**src/rtl/assert_macros.svh**
```systemverilog
// ----------------------------------------------------------------------------
// assert_macros.svh
// concurrent assertion helpers, clocked on clk_i and off while rst_ni is low
// ----------------------------------------------------------------------------
`ifndef ASSERT_MACROS_SVH
`define ASSERT_MACROS_SVH

`ifndef NO_ASSERTIONS
`define ASSERT_ALWAYS(lbl, prop, msg) \
  lbl: assert property (@(posedge clk_i) disable iff (!rst_ni) (prop)) else $error(msg);
`define ASSERT_IMPLY(lbl, ante, cons, msg) \
  lbl: assert property (@(posedge clk_i) disable iff (!rst_ni) (ante) |-> (cons)) else $error(msg);
`else
`define ASSERT_ALWAYS(lbl, prop, msg)
`define ASSERT_IMPLY(lbl, ante, cons, msg)
`endif

`endif

```
**src/rtl/febf_pkg.sv**
```systemverilog
// ----------------------------------------------------------------------------
// febf_pkg
// types and constants of the fene bond energy and force pipeline
// ----------------------------------------------------------------------------
`timescale 1ns / 1ps

package febf_pkg;

  localparam int unsigned CFG_W         = 24;
  localparam int unsigned CFG_IDX_W     = 3;
  localparam int unsigned RSQ_W         = 32;
  localparam int unsigned LEN_W         = 24;
  localparam int unsigned SQ_W          = 2 * LEN_W;
  localparam int unsigned P_W           = CFG_W + LEN_W;
  localparam int unsigned ARG_W         = 31;
  localparam int unsigned ARG_FRAC      = 30;
  localparam int unsigned ARG_DIV_STEPS = 30;
  localparam int unsigned Q1_W          = 52;
  localparam int unsigned DR_W          = SQ_W + LEN_W;
  localparam int unsigned DR_PRE        = 8;
  localparam int unsigned LOG_STEPS     = 30;
  localparam int unsigned EXP_W         = 3;
  localparam int unsigned LOG_MAX_EXP   = 4;
  localparam int unsigned NLN_W         = 32;
  localparam int unsigned RES_W         = 32;

  localparam logic [CFG_W-1:0] MAXEXT_RESET = 24'd1048576;
  localparam logic [ARG_W-1:0] ONE_Q30      = 31'd1073741824;
  localparam logic [ARG_W-1:0] ARG_MIN_Q30  = 31'd107374182;
  localparam logic [ARG_FRAC-1:0] LN2_Q30   = 30'd744261118;
  localparam logic [RES_W-1:0] FORCE_MIN    = 32'h8000_0000;
  localparam logic [RES_W-1:0] FORCE_MAX    = 32'h7FFF_FFFF;

  typedef enum logic [CFG_IDX_W-1:0] {
    CFG_STIFF0  = 3'd0,
    CFG_MAXEXT0 = 3'd1,
    CFG_REST0   = 3'd2,
    CFG_STIFF1  = 3'd3,
    CFG_MAXEXT1 = 3'd4,
    CFG_REST1   = 3'd5
  } febf_cfg_e;

  typedef struct packed {
    logic             bond_type;
    logic [RSQ_W-1:0] squared_distance;
  } febf_in_t;

  typedef struct packed {
    logic signed [RES_W-1:0] bond_energy;
    logic signed [RES_W-1:0] force_over_r;
    logic                    overstretch_flag;
  } febf_out_t;

endpackage

```
**src/rtl/febf_sqrt.sv**
```systemverilog
// ----------------------------------------------------------------------------
// febf_sqrt
// pipelined integer square root of rsq * 2^16, one root bit per stage
// ----------------------------------------------------------------------------
`timescale 1ns / 1ps

module febf_sqrt #(
  parameter int unsigned SideW = 1
) (
  input  logic                       clk_i,
  input  logic                       rst_ni,
  input  logic                       valid_i,
  input  logic [febf_pkg::RSQ_W-1:0] rsq_i,
  input  logic [SideW-1:0]           side_i,
  output logic                       valid_o,
  output logic [febf_pkg::LEN_W-1:0] root_o,
  output logic [SideW-1:0]           side_o
);
  import febf_pkg::*;

  localparam int unsigned Steps  = LEN_W;
  localparam int unsigned RemW   = LEN_W + 2;
  localparam int unsigned ShiftW = 2 * LEN_W - RSQ_W;

  logic             valid_q [Steps];
  logic [RSQ_W-1:0] rsq_q   [Steps];
  logic [LEN_W-1:0] root_q  [Steps];
  logic [RemW-1:0]  rem_q   [Steps];
  logic [SideW-1:0] side_q  [Steps];

  logic             valid_p [Steps];
  logic [RSQ_W-1:0] rsq_p   [Steps];
  logic [LEN_W-1:0] root_p  [Steps];
  logic [RemW-1:0]  rem_p   [Steps];
  logic [SideW-1:0] side_p  [Steps];

  logic [2*LEN_W-1:0] n_w     [Steps];
  logic [RemW+1:0]    t_w     [Steps];
  logic [RemW+1:0]    trial_w [Steps];
  logic               ge_w    [Steps];

  for (genvar s = 0; s < Steps; s++) begin : g_step
    localparam int unsigned Bit = Steps - 1 - s;

    if (s == 0) begin : g_first
      assign valid_p[s] = valid_i;
      assign rsq_p[s]   = rsq_i;
      assign root_p[s]  = '0;
      assign rem_p[s]   = '0;
      assign side_p[s]  = side_i;
    end else begin : g_next
      assign valid_p[s] = valid_q[s-1];
      assign rsq_p[s]   = rsq_q[s-1];
      assign root_p[s]  = root_q[s-1];
      assign rem_p[s]   = rem_q[s-1];
      assign side_p[s]  = side_q[s-1];
    end

    assign n_w[s]     = {rsq_p[s], {ShiftW{1'b0}}};
    assign t_w[s]     = {rem_p[s], n_w[s][2*Bit +: 2]};
    assign trial_w[s] = (RemW+2)'({root_p[s], 2'b01});
    assign ge_w[s]    = t_w[s] >= trial_w[s];

    always_ff @(posedge clk_i or negedge rst_ni) begin
      if (!rst_ni) begin
        valid_q[s] <= 1'b0;
      end else begin
        valid_q[s] <= valid_p[s];
      end
    end

    always_ff @(posedge clk_i) begin
      rsq_q[s]  <= rsq_p[s];
      side_q[s] <= side_p[s];
      root_q[s] <= {root_p[s][LEN_W-2:0], ge_w[s]};
      if (ge_w[s]) begin
        rem_q[s] <= RemW'(t_w[s] - trial_w[s]);
      end else begin
        rem_q[s] <= t_w[s][RemW-1:0];
      end
    end
  end

  assign valid_o = valid_q[Steps-1];
  assign root_o  = root_q[Steps-1];
  assign side_o  = side_q[Steps-1];

endmodule

```
**config.mk**
```make
export PLATFORM = sky130hd
export DESIGN_NAME = febf_sqrt
export DESIGN_NICKNAME = d
export VERILOG_FILES = /design/src/rtl/assert_macros.svh /design/src/rtl/febf_pkg.sv /design/src/rtl/febf_sqrt.sv
export SDC_FILE = /design/constraint.sdc
export NUM_CORES = 2
export LEC_CHECK = 0
export ABC_CLOCK_PERIOD_IN_PS = 8170
export BUFFER_PORTS_ARGS = -buffer_cell sky130_fd_sc_hd__buf_2
export CORE_ASPECT_RATIO = 0.8
export CORE_MARGIN = 5
export CORE_UTILIZATION = 60
export CTS_BUF_LIST = sky130_fd_sc_hd__clkbuf_8
export DETAILED_ROUTE_END_ITERATION = 7
export GPL_ROUTABILITY_DRIVEN = 0
export PLACE_DENSITY = 0.82
export SLEW_MARGIN = 20
export SYNTH_ARGS = -nofsm -noshare
export SYNTH_HDL_FRONTEND = slang
export SYNTH_SLANG_ARGS = --single-unit
```
**constraint.sdc**
```tcl
create_clock -name clk_i -period 8.17 [get_ports clk_i]
set_input_delay 0.817 -clock clk_i [delete_from_list [all_inputs] [get_ports clk_i]]
set_output_delay 0.817 -clock clk_i [all_outputs]
set_load 0.05 [all_outputs]
```
==> results.json <==
{
  "initial_utilization_pct": 60.5,
  "met3_usage_pct": 4.16,
  "syn-cell-area_um2": 44600,
  "fin_util_pct": 67.1,
  "synth_xor_area_share_pct": 8.41,
  "min_from": "side_i",
  "synth_ff_type": "dfxtp_1",
  "io_buffers": 61,
  "synth-compound-area-share_pct": 12.4,
  "min_to": "side_q[0][0]",
  "critPathLaunch": "rem_q[2][27]",
  "power.density_nw_per_um2": 296,
  "power_frac_clock_pct": 31.7,
  "r2r-start": "rem_q[2][27]",
  "ir_worst_vdd_uv": 223,
  "power_mw": 14.6,
  "wl_per_cell_um": 14.4,
  "core_um2": 73700,
  "grt_use_met2_pct": 33.4,
  "worst_ep_arrival_time_ps": 5750,
  "maxCapViolCount": 0,
  "synth_largest_type_area_fraction_pct": 50.3,
  "insertion_delay_ps": 830,
  "final_cell_area_um2": 49500,
  "via_per_inst": 5.37,
  "clock-root-buffer": "clkbuf_8",
  "drive_gt1_share_pct": 8.38,
  "die-area_um2": 79900,
  "yosysSeqAreaShare_pct": 51.6,
  "p_int_mw": 10.4,
  "cts_max_level": 4,
  "critPathCaptureType": "flop",
  "slew_violations": 0,
  "clock_sinks": 1144,
  "critPathLaunchType": "flop",
  "yosys.area_share.simple_pct": 13.5,
  "num_vias": 31300,
  "r2r_setup_slack_ps": 3140,
  "placed_area_um2": 46000,
  "grt_antenna_before_repair": 2,
  "fin_crit_ps": 5030,
  "area_growth_pct": 11.0,
  "crit_type": "reg2reg",
  "synthTopCellsByArea": "dfxtp_1 50%, ha_1 8.7%, xor2_1 4.4%",
  "clkTransAtPathRegs_ps": 60,
  "finalSetupViolations": 0,
  "muxShareOfSynthArea_pct": 1.07,
  "leakage_nw": 23.8,
  "chipHeight_um": 254,
  "final_cell_mix": "1,120 x dfxtp_1, 434 x inv_1, 356 x nand2_1",
  "synth_cell_type_count": 85,
  "tightest_slew_ps": 984,
  "p_switching_mw": 4.27,
  "hpwl_um": 60600,
  "dp.cells": 5521,
  "cts_resized": 0,
  "post-place-ws_ps": 3250,
  "synth-edff-count": 0,
  "drc_errors": 0,
  "grt_busiest_layer": "met2",
  "fin_setup_tns_ps": 0,
  "grt_max_degree": 42,
  "syn_nets": 4877,
  "grt_use_total_pct": 20.9,
  "final_common_cell": "dfxtp_1",
  "final.period_utilization_pct": 61.6,
  "detail_route.first_pass.iterations": 7,
  "finClkSkew_ps": 34.4,
  "grt_pass1_wl_um": 141000,
  "clockBufferDepth": 3,
  "run_status": "finished clean",
  "first_global_vias": 30500,
  "die_width_um": 315,
  "ant_nets": 0,
  "ioPinCount": 62,
  "worstPathMaxFanout": 27,
  "fin_nets": 5043,
  "reg2reg_depth": 13,
  "hold_class": "in2reg",
  "rsz0062_at_grt": "no",
  "hold_ws_ps": 84.6,
  "yosys.area_share.adder_pct": 9.04,
  "r2r-end": "rem_q[2][73]",
  "hold_viol": 0,
  "ys_seq_elements": 1144,
  "yosys_warnings": 0,
  "cts-buffers-inserted": 166,
  "required_ps": 8890,
  "fmax_mhz": 199,
  "synth_top_cell_by_area": "dfxtp_1",
  "netlist_instances": 4523,
  "met1_usage_pct": 28.4,
  "grt_overflow": 0,
  "pwr-share-seq_pct": 50.5,
  "fin_cells": 5825,
  "avgSynthCellArea_um2": 9.86,
  "relSlewSlack_pct": 34.4,
  "wirelength_um": 83800,
  "post_cts_buffers": 0,
  "drtIter0Drc": 1793,
  "holdBufCountCts": 1,
  "synth_async_sr_flop_share_pct": 2.10,
  "worst_slack_ps": 3140,
  "synth_top_family_by_area": "simple AND/OR/NAND/NOR gates",
  "rows": 89,
  "p_sw_share_pct": 29.2,
  "hold_depth": 1,
  "combPwrFrac_pct": 17.8,
  "cts_tree": "yes"
}
==> per-layer routing <==
layer	part of all wire [%]	vias up
met5	0.016	-
met1	47	14500
met4	2.3	2
met2	45	802
li1	-	15800
met3	6.0	164
==> critical path: stages (launching register included) <==
cell	delay, ps
dfxtp_1	400
inv_1	80
ha_1	220
fa_1	430
a211oi_1	360
o21ai_0	200
a21oi_1	430
o31ai_1	240
o31ai_1	400
and2_0	730
clkinv_1	850
o2111ai_1	350
nor2_1	90
xor2_1	140
==> Yosys cell counts, types with 7 or more instances <==
master,number
dfrtp_1,24
o31ai_1,38
a31oi_1,24
and3_1,21
fa_1,7
o21a_1,49
mux2_2,35
nand2_1,356
o21ai_0,284
clkbuf_1,65
a2111oi_0,9
or2_2,20
nand3b_1,12
o41ai_1,7
inv_1,386
and2_1,18
nand2b_1,58
nor4_1,79
ha_1,311
o211ai_1,17
a21o_1,94
nor2b_1,45
nor3_1,121
nand4_1,32
or3_1,46
a21oi_1,261
nor3b_1,12
nand3_1,64
xnor2_1,204
dfxtp_1,1120
o21bai_1,24
nor2_1,269
or4_1,31
xor2_1,224
a211oi_1,30
==> how the worst max path moves through the flow <==
stage / endpoint / cells after the start
after floorplan: rem_q[2][22] / 12
final: rem_q[2][73] / 13
after detailed placement: rem_q[2][73] / 13
after global routing: rem_q[2][77] / 13
after CTS: rem_q[2][73] / 13
after global placement: rem_q[2][77] / 13
==> registers in the layout (all words and copies together) (netlist names) <==
name / cells
valid_o: 1
rem_q: 564
root_q: 292
valid_p: 23
rsq_q: 240
side_q: 24
==> layout make-up <==
type | count | area, µm²
clock inverter | 90 | 603
timing repair buffer | 72 | 390
inverter | 388 | 1460
multi-input combinational | 2917 | 19900
clock buffer | 211 | 2900
antenna | 2 | 5.00
fill | 5571 | 24200
sequential | 1144 | 23000
tap | 1001 | 1250
==> kinds of logic (layout without fill, tap and decap cells) <==
| group | Yosys count | after routing |
|---|---|---|
| flops | 1144 | 1144 |
| xor+xnor | 428 | 428 |
| fa+ha+maj | 318 | 318 |
| compound gates | 907 | 907 |
| simple gates | 1220 | 1220 |
| other cells | 1 | 3 |
| buf+inv | 462 | 761 |
| mux | 43 | 43 |
==> power groups by stage <==
stage	Combinational (mW)	Clock, mW	Sequential [mW]
after floorplan	2.10	0	7.26
after global placement	2.48	0	7.47
after detailed placement	2.57	0	7.49
after CTS	2.60	4.76	7.38
after global routing	2.94	5.03	7.50
final	2.61	4.63	7.39
Power figures use the tool's default switching activity.
